$ cat src/sv/sli_pkg.sv
// Shared types and constants for the descending sorted list store.
package sli_pkg;

  localparam int unsigned SLI_CAPACITY = 16;
  localparam int unsigned SLI_DATA_W   = 32;
  localparam int unsigned SLI_IDX_W    = $clog2(SLI_CAPACITY);
  localparam int unsigned SLI_CNT_W    = $clog2(SLI_CAPACITY + 1);

  localparam logic SLI_MODE_INSERT  = 1'b0;
  localparam logic SLI_MODE_READOUT = 1'b1;

  typedef enum logic [1:0] {
    ST_INSERTED = 2'd0,
    ST_FULL     = 2'd1,
    ST_ENTRY    = 2'd2,
    ST_EMPTY    = 2'd3
  } sli_status_e;

  typedef struct packed {
    logic                          mode;
    logic signed [SLI_DATA_W-1:0]  value;
  } sli_in_t;

  typedef struct packed {
    sli_status_e                   status;
    logic signed [SLI_DATA_W-1:0]  entry;
    logic                          last;
  } sli_out_t;

  // Commands from the controller to the datapath
  typedef struct packed {
    logic        load_val;
    logic        rd_first_ins;
    logic        rd_first_out;
    logic        rd_next_dn;
    logic        rd_next_up;
    logic        wr_shift;
    logic        wr_val_hi;
    logic        wr_val_zero;
    logic        count_inc;
    logic        emit;
    logic        emit_entry;
    logic        last;
    sli_status_e status;
  } sli_cmd_t;

  // Status from the datapath to the controller
  typedef struct packed {
    logic count_zero;
    logic count_full;
    logic gt;
    logic idx_zero;
    logic idx_last;
  } sli_stat_t;

endpackage

$ cat src/sv/sorted_list_insert_descending.sv
// Latency: a full insert or an empty readout answers in the cycle after start.
// Throughput: a readout of n entries gives one beat a cycle; the walk reads and shifts
// one RAM entry a cycle, and a new item is taken only once busy drops.
// Reset: rst_ni clears the fill count and controller; RAM contents are not cleared.
// Results are not stalled: each beat shows for exactly one cycle.
module sorted_list_insert_descending (
  input  logic              clk_i,
  input  logic              rst_ni,
  input  logic              start,
  output logic              busy,
  input  sli_pkg::sli_in_t  item_i,
  output logic              result_valid_o,
  output sli_pkg::sli_out_t result_o
);
  import sli_pkg::*;

  sli_cmd_t  cmd;
  sli_stat_t stat;

  sli_ctrl u_ctrl (
    .clk_i  (clk_i),
    .rst_ni (rst_ni),
    .start  (start),
    .mode_i (item_i.mode),
    .stat_i (stat),
    .cmd_o  (cmd),
    .busy   (busy)
  );

  sli_dp u_dp (
    .clk_i          (clk_i),
    .rst_ni         (rst_ni),
    .value_i        (item_i.value),
    .cmd_i          (cmd),
    .stat_o         (stat),
    .result_valid_o (result_valid_o),
    .result_o       (result_o)
  );

endmodule

$ cat src/sv/sli_ram.sv
// Generic single write port, single read port RAM with registered read.
module sli_ram #(
  parameter int unsigned WIDTH = 32,
  parameter int unsigned DEPTH = 16
) (
  input  logic                     clk_i,
  input  logic                     we_i,
  input  logic [$clog2(DEPTH)-1:0] waddr_i,
  input  logic [WIDTH-1:0]         wdata_i,
  input  logic [$clog2(DEPTH)-1:0] raddr_i,
  output logic [WIDTH-1:0]         rdata_o
);

  logic [WIDTH-1:0] mem_q [DEPTH];

  // Write and read one word per cycle
  always_ff @(posedge clk_i) begin
    if (we_i) begin
      mem_q[waddr_i] <= wdata_i;
    end
    rdata_o <= mem_q[raddr_i];
  end

endmodule

$ cat src/sv/sli_ctrl.sv
// Controller state machine for the sorted list: sequences insert walks and readouts.
module sli_ctrl (
  input  logic               clk_i,
  input  logic               rst_ni,
  input  logic               start,
  input  logic               mode_i,
  input  sli_pkg::sli_stat_t stat_i,
  output sli_pkg::sli_cmd_t  cmd_o,
  output logic               busy
);
  import sli_pkg::*;

  localparam logic [1:0] S_IDLE = 2'd0;
  localparam logic [1:0] S_WALK = 2'd1;
  localparam logic [1:0] S_PUT0 = 2'd2;
  localparam logic [1:0] S_DUMP = 2'd3;

  logic [1:0] state_q, state_d;

  assign busy = (state_q != S_IDLE);

  // Decode next state and datapath commands
  always_comb begin
    state_d = state_q;
    cmd_o   = '0;
    case (state_q)
      S_IDLE: begin
        if (start) begin
          cmd_o.load_val = 1'b1;
          if (mode_i == SLI_MODE_INSERT) begin
            if (stat_i.count_full) begin
              cmd_o.emit   = 1'b1;
              cmd_o.last   = 1'b1;
              cmd_o.status = ST_FULL;
            end else if (stat_i.count_zero) begin
              state_d = S_PUT0;
            end else begin
              cmd_o.rd_first_ins = 1'b1;
              state_d            = S_WALK;
            end
          end else begin
            if (stat_i.count_zero) begin
              cmd_o.emit   = 1'b1;
              cmd_o.last   = 1'b1;
              cmd_o.status = ST_EMPTY;
            end else begin
              cmd_o.rd_first_out = 1'b1;
              state_d            = S_DUMP;
            end
          end
        end
      end
      S_WALK: begin
        if (stat_i.gt) begin
          // Stored entry is greater: new value goes just above it
          cmd_o.wr_val_hi = 1'b1;
          cmd_o.count_inc = 1'b1;
          cmd_o.emit      = 1'b1;
          cmd_o.last      = 1'b1;
          cmd_o.status    = ST_INSERTED;
          state_d         = S_IDLE;
        end else begin
          cmd_o.wr_shift = 1'b1;
          if (stat_i.idx_zero) begin
            state_d = S_PUT0;
          end else begin
            cmd_o.rd_next_dn = 1'b1;
          end
        end
      end
      S_PUT0: begin
        cmd_o.wr_val_zero = 1'b1;
        cmd_o.count_inc   = 1'b1;
        cmd_o.emit        = 1'b1;
        cmd_o.last        = 1'b1;
        cmd_o.status      = ST_INSERTED;
        state_d           = S_IDLE;
      end
      S_DUMP: begin
        cmd_o.emit       = 1'b1;
        cmd_o.emit_entry = 1'b1;
        cmd_o.last       = stat_i.idx_last;
        cmd_o.status     = ST_ENTRY;
        if (stat_i.idx_last) begin
          state_d = S_IDLE;
        end else begin
          cmd_o.rd_next_up = 1'b1;
        end
      end
      default: begin
        state_d = S_IDLE;
      end
    endcase
  end

  // Hold the state
  always_ff @(posedge clk_i or negedge rst_ni) begin
    if (!rst_ni) begin
      state_q <= S_IDLE;
    end else begin
      state_q <= state_d;
    end
  end

  // A walk always ends in an insert, so the next state after PUT0 is idle
  a_put0_ends: assert property (@(posedge clk_i) disable iff (!rst_ni)
    (state_q == S_PUT0) |=> (state_q == S_IDLE))
    else $error("insert did not finish after writing slot zero");

  // A readout reaches its last beat before leaving the dump state
  a_dump_last: assert property (@(posedge clk_i) disable iff (!rst_ni)
    (state_q == S_DUMP && state_d == S_IDLE) |-> cmd_o.last)
    else $error("readout ended without a last beat");

endmodule

$ cat src/sv/sli_dp.sv
// Datapath for the sorted list: entry RAM, count, walk index and result register.
module sli_dp (
  input  logic                              clk_i,
  input  logic                              rst_ni,
  input  logic signed [sli_pkg::SLI_DATA_W-1:0] value_i,
  input  sli_pkg::sli_cmd_t                 cmd_i,
  output sli_pkg::sli_stat_t                stat_o,
  output logic                              result_valid_o,
  output sli_pkg::sli_out_t                 result_o
);
  import sli_pkg::*;

  logic signed [SLI_DATA_W-1:0] value_q;
  logic [SLI_CNT_W-1:0]         count_q;
  logic [SLI_IDX_W-1:0]         idx_q, idx_d;
  logic [SLI_CNT_W-1:0]         cnt_m1;
  logic [SLI_IDX_W-1:0]         idx_up;
  logic [SLI_IDX_W-1:0]         idx_dn;
  logic                         ram_we;
  logic [SLI_IDX_W-1:0]         ram_waddr;
  logic [SLI_DATA_W-1:0]        ram_wdata;
  logic signed [SLI_DATA_W-1:0] rd_data;
  logic                         valid_q;
  sli_out_t                     result_q;

  assign cnt_m1 = count_q - 1'b1;
  assign idx_up = idx_q + 1'b1;
  assign idx_dn = idx_q - 1'b1;

  // Status toward the controller
  assign stat_o.count_zero = (count_q == '0);
  assign stat_o.count_full = (count_q == SLI_CNT_W'(SLI_CAPACITY));
  assign stat_o.gt         = (rd_data > value_q);
  assign stat_o.idx_zero   = (idx_q == '0);
  assign stat_o.idx_last   = (idx_q == cnt_m1[SLI_IDX_W-1:0]);

  // Pick the walk index: start at the top entry and step down on insert, start at the bottom and step up on readout
  always_comb begin
    idx_d = idx_q;
    if (cmd_i.rd_first_ins) begin
      idx_d = cnt_m1[SLI_IDX_W-1:0];
    end else if (cmd_i.rd_first_out) begin
      idx_d = '0;
    end else if (cmd_i.rd_next_dn) begin
      idx_d = idx_dn;
    end else if (cmd_i.rd_next_up) begin
      idx_d = idx_up;
    end
  end

  // Shift an entry up one slot, or drop the new value in place
  assign ram_we    = cmd_i.wr_shift | cmd_i.wr_val_hi | cmd_i.wr_val_zero;
  assign ram_waddr = cmd_i.wr_val_zero ? '0 : idx_up;
  assign ram_wdata = cmd_i.wr_shift ? rd_data : value_q;

  sli_ram #(
    .WIDTH (SLI_DATA_W),
    .DEPTH (SLI_CAPACITY)
  ) u_ram (
    .clk_i   (clk_i),
    .we_i    (ram_we),
    .waddr_i (ram_waddr),
    .wdata_i (ram_wdata),
    .raddr_i (idx_d),
    .rdata_o (rd_data)
  );

  // Capture the value and advance the index
  always_ff @(posedge clk_i) begin
    if (cmd_i.load_val) begin
      value_q <= value_i;
    end
    idx_q <= idx_d;
  end

  // Track the fill count
  always_ff @(posedge clk_i or negedge rst_ni) begin
    if (!rst_ni) begin
      count_q <= '0;
    end else if (cmd_i.count_inc) begin
      count_q <= count_q + 1'b1;
    end
  end

  // Register the result beat
  always_ff @(posedge clk_i or negedge rst_ni) begin
    if (!rst_ni) begin
      valid_q <= 1'b0;
    end else begin
      valid_q <= cmd_i.emit;
    end
  end

  always_ff @(posedge clk_i) begin
    if (cmd_i.emit) begin
      result_q.status <= cmd_i.status;
      result_q.entry  <= cmd_i.emit_entry ? rd_data : '0;
      result_q.last   <= cmd_i.last;
    end
  end

  assign result_valid_o = valid_q;
  assign result_o       = result_q;

  a_count_bound: assert property (@(posedge clk_i) disable iff (!rst_ni)
    count_q <= SLI_CNT_W'(SLI_CAPACITY))
    else $error("fill count beyond capacity");

  a_full_flag: assert property (@(posedge clk_i) disable iff (!rst_ni)
    (cmd_i.emit && cmd_i.status == ST_FULL) |-> stat_o.count_full)
    else $error("full status while store has room");

  a_no_inc_full: assert property (@(posedge clk_i) disable iff (!rst_ni)
    cmd_i.count_inc |-> !stat_o.count_full)
    else $error("insert completed into a full store");

  a_one_write: assert property (@(posedge clk_i) disable iff (!rst_ni)
    $countones({cmd_i.wr_shift, cmd_i.wr_val_hi, cmd_i.wr_val_zero}) <= 1)
    else $error("conflicting RAM writes");

endmodule

$ cat config.mk
export PLATFORM = sky130hd
export DESIGN_NAME = sorted_list_insert_descending
export DESIGN_NICKNAME = d
export VERILOG_FILES = /design/src/sv/sli_pkg.sv /design/src/sv/sorted_list_insert_descending.sv /design/src/sv/sli_ram.sv /design/src/sv/sli_ctrl.sv /design/src/sv/sli_dp.sv
export SDC_FILE = /design/constraint.sdc
export NUM_CORES = 1
export LEC_CHECK = 0
export ABC_AREA = 1
export BUFFER_PORTS_ARGS = -buffer_cell sky130_fd_sc_hd__buf_4
export CORE_MARGIN = 3
export CORE_UTILIZATION = 55
export CTS_BUF_LIST = sky130_fd_sc_hd__clkbuf_16
export CTS_CLUSTER_DIAMETER = 80
export DETAILED_ROUTE_END_ITERATION = 7
export GPL_TIMING_DRIVEN = 0
export HOLD_SLACK_MARGIN = 0.1
export PLACE_DENSITY = 0.81
export RECOVER_POWER = 50
export SETUP_SLACK_MARGIN = 0.3
export SLEW_MARGIN = 15
export SYNTH_ARGS = -nofsm -noshare
export SYNTH_HDL_FRONTEND = slang
export SYNTH_SLANG_ARGS = --single-unit
$ cat constraint.sdc
create_clock -name clk_i -period 5.8 [get_ports clk_i]
set_input_delay 1.74 -clock clk_i [delete_from_list [all_inputs] [get_ports clk_i]]
set_output_delay 1.74 -clock clk_i [all_outputs]
set_load 0.01 [all_outputs]
# ---- Word level (Yosys, flattened, before mapping)
# Memory sizes are Yosys's and may differ from the RTL's. A register that Yosys moved wholly into a read port is not among the register bits.
# Cells that the tools add are included.
dict set report totals {
  latchBits 0
  rom_bits 0
  register_bits 79
  memories 1
  output_inout_bits 37
  input_bits 36
  ram_bits 512
}
# memory depth width read_ports rd_ports_with_merged_regs write_ports line_no
set mem_list {}
lappend mem_list {u_dp.u_ram.mem_q 16 32 1 1 1 sli_ram.sv:14} ;# logic [WIDTH-1:0] mem_q [DEPTH];
dict set report op_classes {
  multipliers 0
  bitwise 2
  n_lt_le_gt_ge 1
  shift 0
  eq_ne 10
  n_reduce_logical 6
  div_mod_pow 0
  n_mux 46
  addsub 4
}
# operator n
set ops {}
lappend ops {{greater-than comparator 32 bit} 1}
lappend ops {{2-to-1 mux 32 bit} 1}
lappend ops {{2-to-1 mux 3 bit} 7}
lappend ops {{2-to-1 mux 2 bit} 10}
lappend ops {{2-to-1 mux 4 bit} 5}
lappend ops {{2-to-1 mux 1 bit} 19}
lappend ops {{one-hot mux 3 bit (4 select lines)} 1}
lappend ops {{inequality test 3 bit (second input constant)} 3}
lappend ops {{one-hot mux 2 bit (4 select lines)} 1}
lappend ops {{subtractor 4 x 1 -> 4 bit (second input constant)} 2}
lappend ops {{adder 5 x 1 -> 5 bit (second input constant)} 1}
lappend ops {{== test 5 bit (second input constant)} 1}
lappend ops {{logical NOT 5 bit} 1}
lappend ops {{AND reduction 5 bit} 1}
lappend ops {{adder 4 x 1 -> 4 bit (second input constant)} 1}
lappend ops {{== test 2 bit (second input constant)} 2}
lappend ops {{== test 4 bit} 1}
lappend ops {{logical NOT 4 bit} 1}
lappend ops {{one-hot mux 1 bit (3 select lines)} 1}
lappend ops {{== test 2 x 1 -> 1 bit (second input constant)} 1}
lappend ops {{logical NOT 2 bit} 1}
lappend ops {{inequality test 2 x 1 -> 1 bit (second input constant)} 1}
lappend ops {{inequality test 2 bit (second input constant)} 1}
lappend ops {{OR 1 bit} 2}
lappend ops {{other kinds (3)} 3}

# ---- Depth between registers and ports, before layout
dict set report logic_depth {
  depth_word 8
  depth_mapped 27
}

# ---- Hierarchy
# A second synthesis with hierarchy kept.
dict set report hier_totals {
  hier_cells 2615
  hier_area_um2 27196.1
}
# module cells_each seq_area_each_um2 n_inst area_each_um2
set by_module_without_submodules {}
lappend by_module_without_submodules {sli_ram 2120 16015.4 1 22730.6}
lappend by_module_without_submodules {sli_dp 435 2242.2 1 4124.0}
lappend by_module_without_submodules {sli_ctrl 60 50.0 1 341.6}

# ---- Worst setup path before layout
# No wires, ideal clock.
dict set report synth_path {
  path_kind {in2reg}
  startpoint {input port start}
  endpoint {register u_dp.u_ram.rdata_o[15] (read register of u_dp.u_ram.mem_q)}
  setup_ns 0.114
  required_time_ns 5.686
  slack_ns 2.102
  t_arrival_ns 3.584
  path_buffers 2
  stages 11
  cell_sequence {nand2_1 -> inv_1 -> nand4_1 -> clkbuf_1 -> buf_1 -> nand3_1 -> nand2_1 -> nand2_1 -> nand3_1 -> nand3_1 -> nand2_1}
}
dict set report synth_between {
  elab_chain_cells 4
}
# element line_no
set synth_rtl {}
lappend synth_rtl {{start, declared} sorted_list_insert_descending.sv:9} ;# input logic start,
lappend synth_rtl {{2-to-1 mux 3 bit (*)} sli_ctrl.sv:28} ;# if (start) begin
lappend synth_rtl {{2-to-1 mux 3 bit (*)} sli_ctrl.sv:26} ;# case (state_q)
lappend synth_rtl {{2-to-1 mux 4 bit} sli_dp.sv:42} ;# end else if (cmd_i.rd_first_out) begin
lappend synth_rtl {{2-to-1 mux 4 bit (*)} sli_dp.sv:40} ;# if (cmd_i.rd_first_ins) begin
lappend synth_rtl {{end, declared} sli_ram.sv:11} ;# output logic [WIDTH-1:0] rdata_o
# Mark *: on every way between the ends. The rest lies on a longest branch, timed or not.
# A chain may end at the register's enable or synchronous reset.

# ---- Final worst setup path
dict set report layout_path {
  startpoint {input port start}
  endpoint {register u_dp.u_ram.rdata_o[4] (read register of u_dp.u_ram.mem_q)}
}
# Same word-level chain as after synthesis.

==> flow_summary.toml <==
[floorplanning]
die_area_um2 = 52140
pin_count = 73
dieWidth_um = 228.3
initial_core_util_pct = 56.35
rows = 80
coreArea_um2 = 48250
die_h_um = 228.3

[route]
vias = 20370
wl_um = 78130
drc = 0
drt-vias-per-instance = 5.955
ant_nets = 0
drt_pre_antenna_iters = 7
post_drt_wl_per_cell_um = 22.84
drt_iter0_drc = 3075

[timing]
fin_crit_ps = 4908
final.setup_skew_ps = 24.55
max_freq_ghz = 0.2037
rsz0062_at_grt = "false"
fin_setup_tns_ps = 0
setup_viol_count_final = 0
report.final.hold_viol_count = 0
finalCritPeriodShare_pct = 84.63
slew_viol_final = 330
tightestPinTransition_ps = 2396
slew_headroom_pct = -60.34

[worst_setup_path]
reg2reg_to = "u_dp.u_ram.mem_q[15][26]$_DFFE_PP_"
critPathArrivalTime_ps = 5390
crit_type = "primary input to register"
r2r_start = "u_dp.value_q[31]$_DFFE_PP_"
endpoint_kind = "register"
crit_chain = "buf_4, nand2_1, inv_1, nand3_1, o21ai_1, inv_1, clkbuf_1, nand3_1, nand2_1"
max_stage_delay_ps = 990
r2r_cells = 14
worstPathRequired_ps = 6280
crit_fanout = 35
slowest_stage = "inv_1"
r2r_setup_slack_ps = 960
cp-start-kind = "primary input"

[flow_run]
maxCapViolCount = 17

[clock_tree]
clkTransAtPathRegs_ps = 60
cts.sinks = 623
cts_tree = "done"
clkLatencyLatePin_ps = 650
cts_buffers = 58
clock-root-buffer = "clkbuf_16"
post_cts.repair.setup_buffers = 0
htree_num_levels = 2
cts_resized = 0
cts_max_path_buffers = 3
cts_hold_buf = 0

[finish]
drive_gt1_share_pct = 9.620
mostFrequentLayoutCell = "nand2_1"
syn2layout_area_growth_pct = 12.50
num-nets-final = 2796
n_antenna_cell = 0
fillers = 3480
final_cell_mix = "632 x nand2_1, 596 x nand3_1, 579 x edfxtp_1"

[place]
place.gp.congestion = 0.9441
port_buffers = 72
dp_hpwl_um = 52150

[grt]
grt_overflow = 0
grt_usage_pct = 29.55
antenna_found_initial = 5
grt_max_degree = 37
grt_pass1_wl_um = 116900
grt_pass1_vias = 20540

[synth]
synthMuxAreaShare_pct = 0
synth_compound_area_share_pct = 1.491
synthSimpleGateAreaFrac_pct = 21.15
synth_seq_cells = 623
syn_area_um2 = 27190
synth-xor-area-share_pct = 0.4418
ys_warn_count = 0
syn_avg_cell_area_um2 = 10.60
synth_nets = 2642
synthAdderAreaFrac_pct = 1.933
synth.distinct_cells = 37
synth_top_family_by_area = "simple AND/OR/NAND/NOR gates"
synthCells = 2564
ys_seq_area_share_pct = 67.34

[min_path]
hp-class = "register to register"
min_delay_path_depth = 2
whs_endpoint = "u_dp.result_o[1]$_SDFFCE_PN0P_"
holdCritStartpoint = "u_dp.u_ram.rdata_o[0]$_DFF_P_"

[outcome]
status = "finished, violations left"
violations = "max-capacitance violations, max-slew violations"
per-layer routing:
layer | vias to the layer above | routed length, µm | share of wire, % | global-route usage, %
met2 | 1690 | 35930 | 46 | 47.58
li1 | 8891 | - | - | -
met5 | - | 36 | 0.046 | 0
met3 | 400 | 11310 | 14 | 8.450
met1 | 9385 | 25810 | 33 | 35.36
met4 | 6 | 5036 | 6.4 | 18.21
how the worst max path moves through the flow:
stage                                     from                            endpoint  slack, ps  depth (start not counted)
floorplan                                start      u_dp.u_ram.rdata_o[15]$_DFF_P_       2100                         11
global placement                         start       u_dp.u_ram.rdata_o[4]$_DFF_P_        580                          9
detailed placement                       start       u_dp.u_ram.rdata_o[4]$_DFF_P_        980                          9
CTS                 u_dp.value_q[31]$_DFFE_PP_  u_dp.u_ram.mem_q[15][26]$_DFFE_PP_       1210                         14
global route                             start       u_dp.u_ram.rdata_o[3]$_DFF_P_        700                          9
finish                                   start       u_dp.u_ram.rdata_o[4]$_DFF_P_        890                          9
registers in the layout, indices dropped and copies added (netlist names):
register	count
u_dp.count_q	5
u_ctrl.state_q	2
u_dp.u_ram.rdata_o	32
u_dp.value_q	32
u_dp.u_ram.mem_q	512
u_dp.result_valid_o	1
u_dp.result_o	35
u_dp.idx_q	4
critical path: cells and delay by family:
family | cells | cell delay [ps]
compound gates | 1 | 960
buf+inv | 4 | 1890
simple gates | 4 | 780
cell usage after synthesis (all sizes together):
| master | n | area, µm² |
|---|---|---|
| nand2 | 639 | 2424 |
| nand3 | 597 | 2998 |
| edfxtp | 579 | 17390 |
| inv | 357 | 1340 |
| buf | 102 | 583.1 |
| nor2 | 68 | 260.3 |
| a21oi | 47 | 239.0 |
| clkbuf | 42 | 157.7 |
| ha | 42 | 525.5 |
| dfxtp | 36 | 720.7 |
| o21ai | 18 | 93.84 |
| xor2 | 10 | 95.10 |
| dfrtp | 8 | 200.2 |
| nand4 | 4 | 25.02 |
| o21a | 3 | 22.52 |
| a21o | 2 | 15.01 |
| o211ai | 2 | 15.01 |
| or2 | 2 | 12.52 |
| xnor2 | 2 | 25.03 |
| nor4 | 1 | 21.27 |
| o21bai | 1 | 11.26 |
| o41ai | 1 | 8.760 |
| or3b | 1 | 8.760 |
stage by stage:
| step | hold WS (ps) | area, µm² | util, % | worst slack [ps] | std cells |
|---|---|---|---|---|---|
| after floorplan | 488.3 | 27190 | - | 2102 | 2564 |
| after global placement | 516.0 | 28550 | 59.18 | 581.8 | 3292 |
| after CTS | 541.4 | 31080 | 64.42 | 1213 | 3421 |
| after detailed placement | 525.7 | 29170 | 60.45 | 980.6 | 3314 |
| final | 540.4 | 30590 | 63.40 | 891.7 | 3421 |
| after global routing | 588.8 | 30590 | 63.40 | 701.8 | 3421 |
cells by family after synthesis:
| logic type | count (synthesis) |
|---|---|
| buf+inv | 501 |
| compound gates | 74 |
| fa+ha+maj | 42 |
| simple gates | 1312 |
| flops | 623 |
| xor+xnor | 12 |
layout make-up:
cell class                 instances  area (µm²)  share of cell area (%)
sequential                       623       18310                   59.85
multi-input combinational       1440        6897                   22.55
clock buffer                      59        1476                   4.827
inverter                         357        1340                   4.381
tap                              656       820.8                   2.683
buffer                           144       739.5                   2.417
timing repair buffer              94       569.3                   1.861
clock inverter                    48       437.9                   1.432
Power is left out: the tool's default activity adds up to more than one toggle a clock period on the data nets, which glitch-free logic cannot reach.
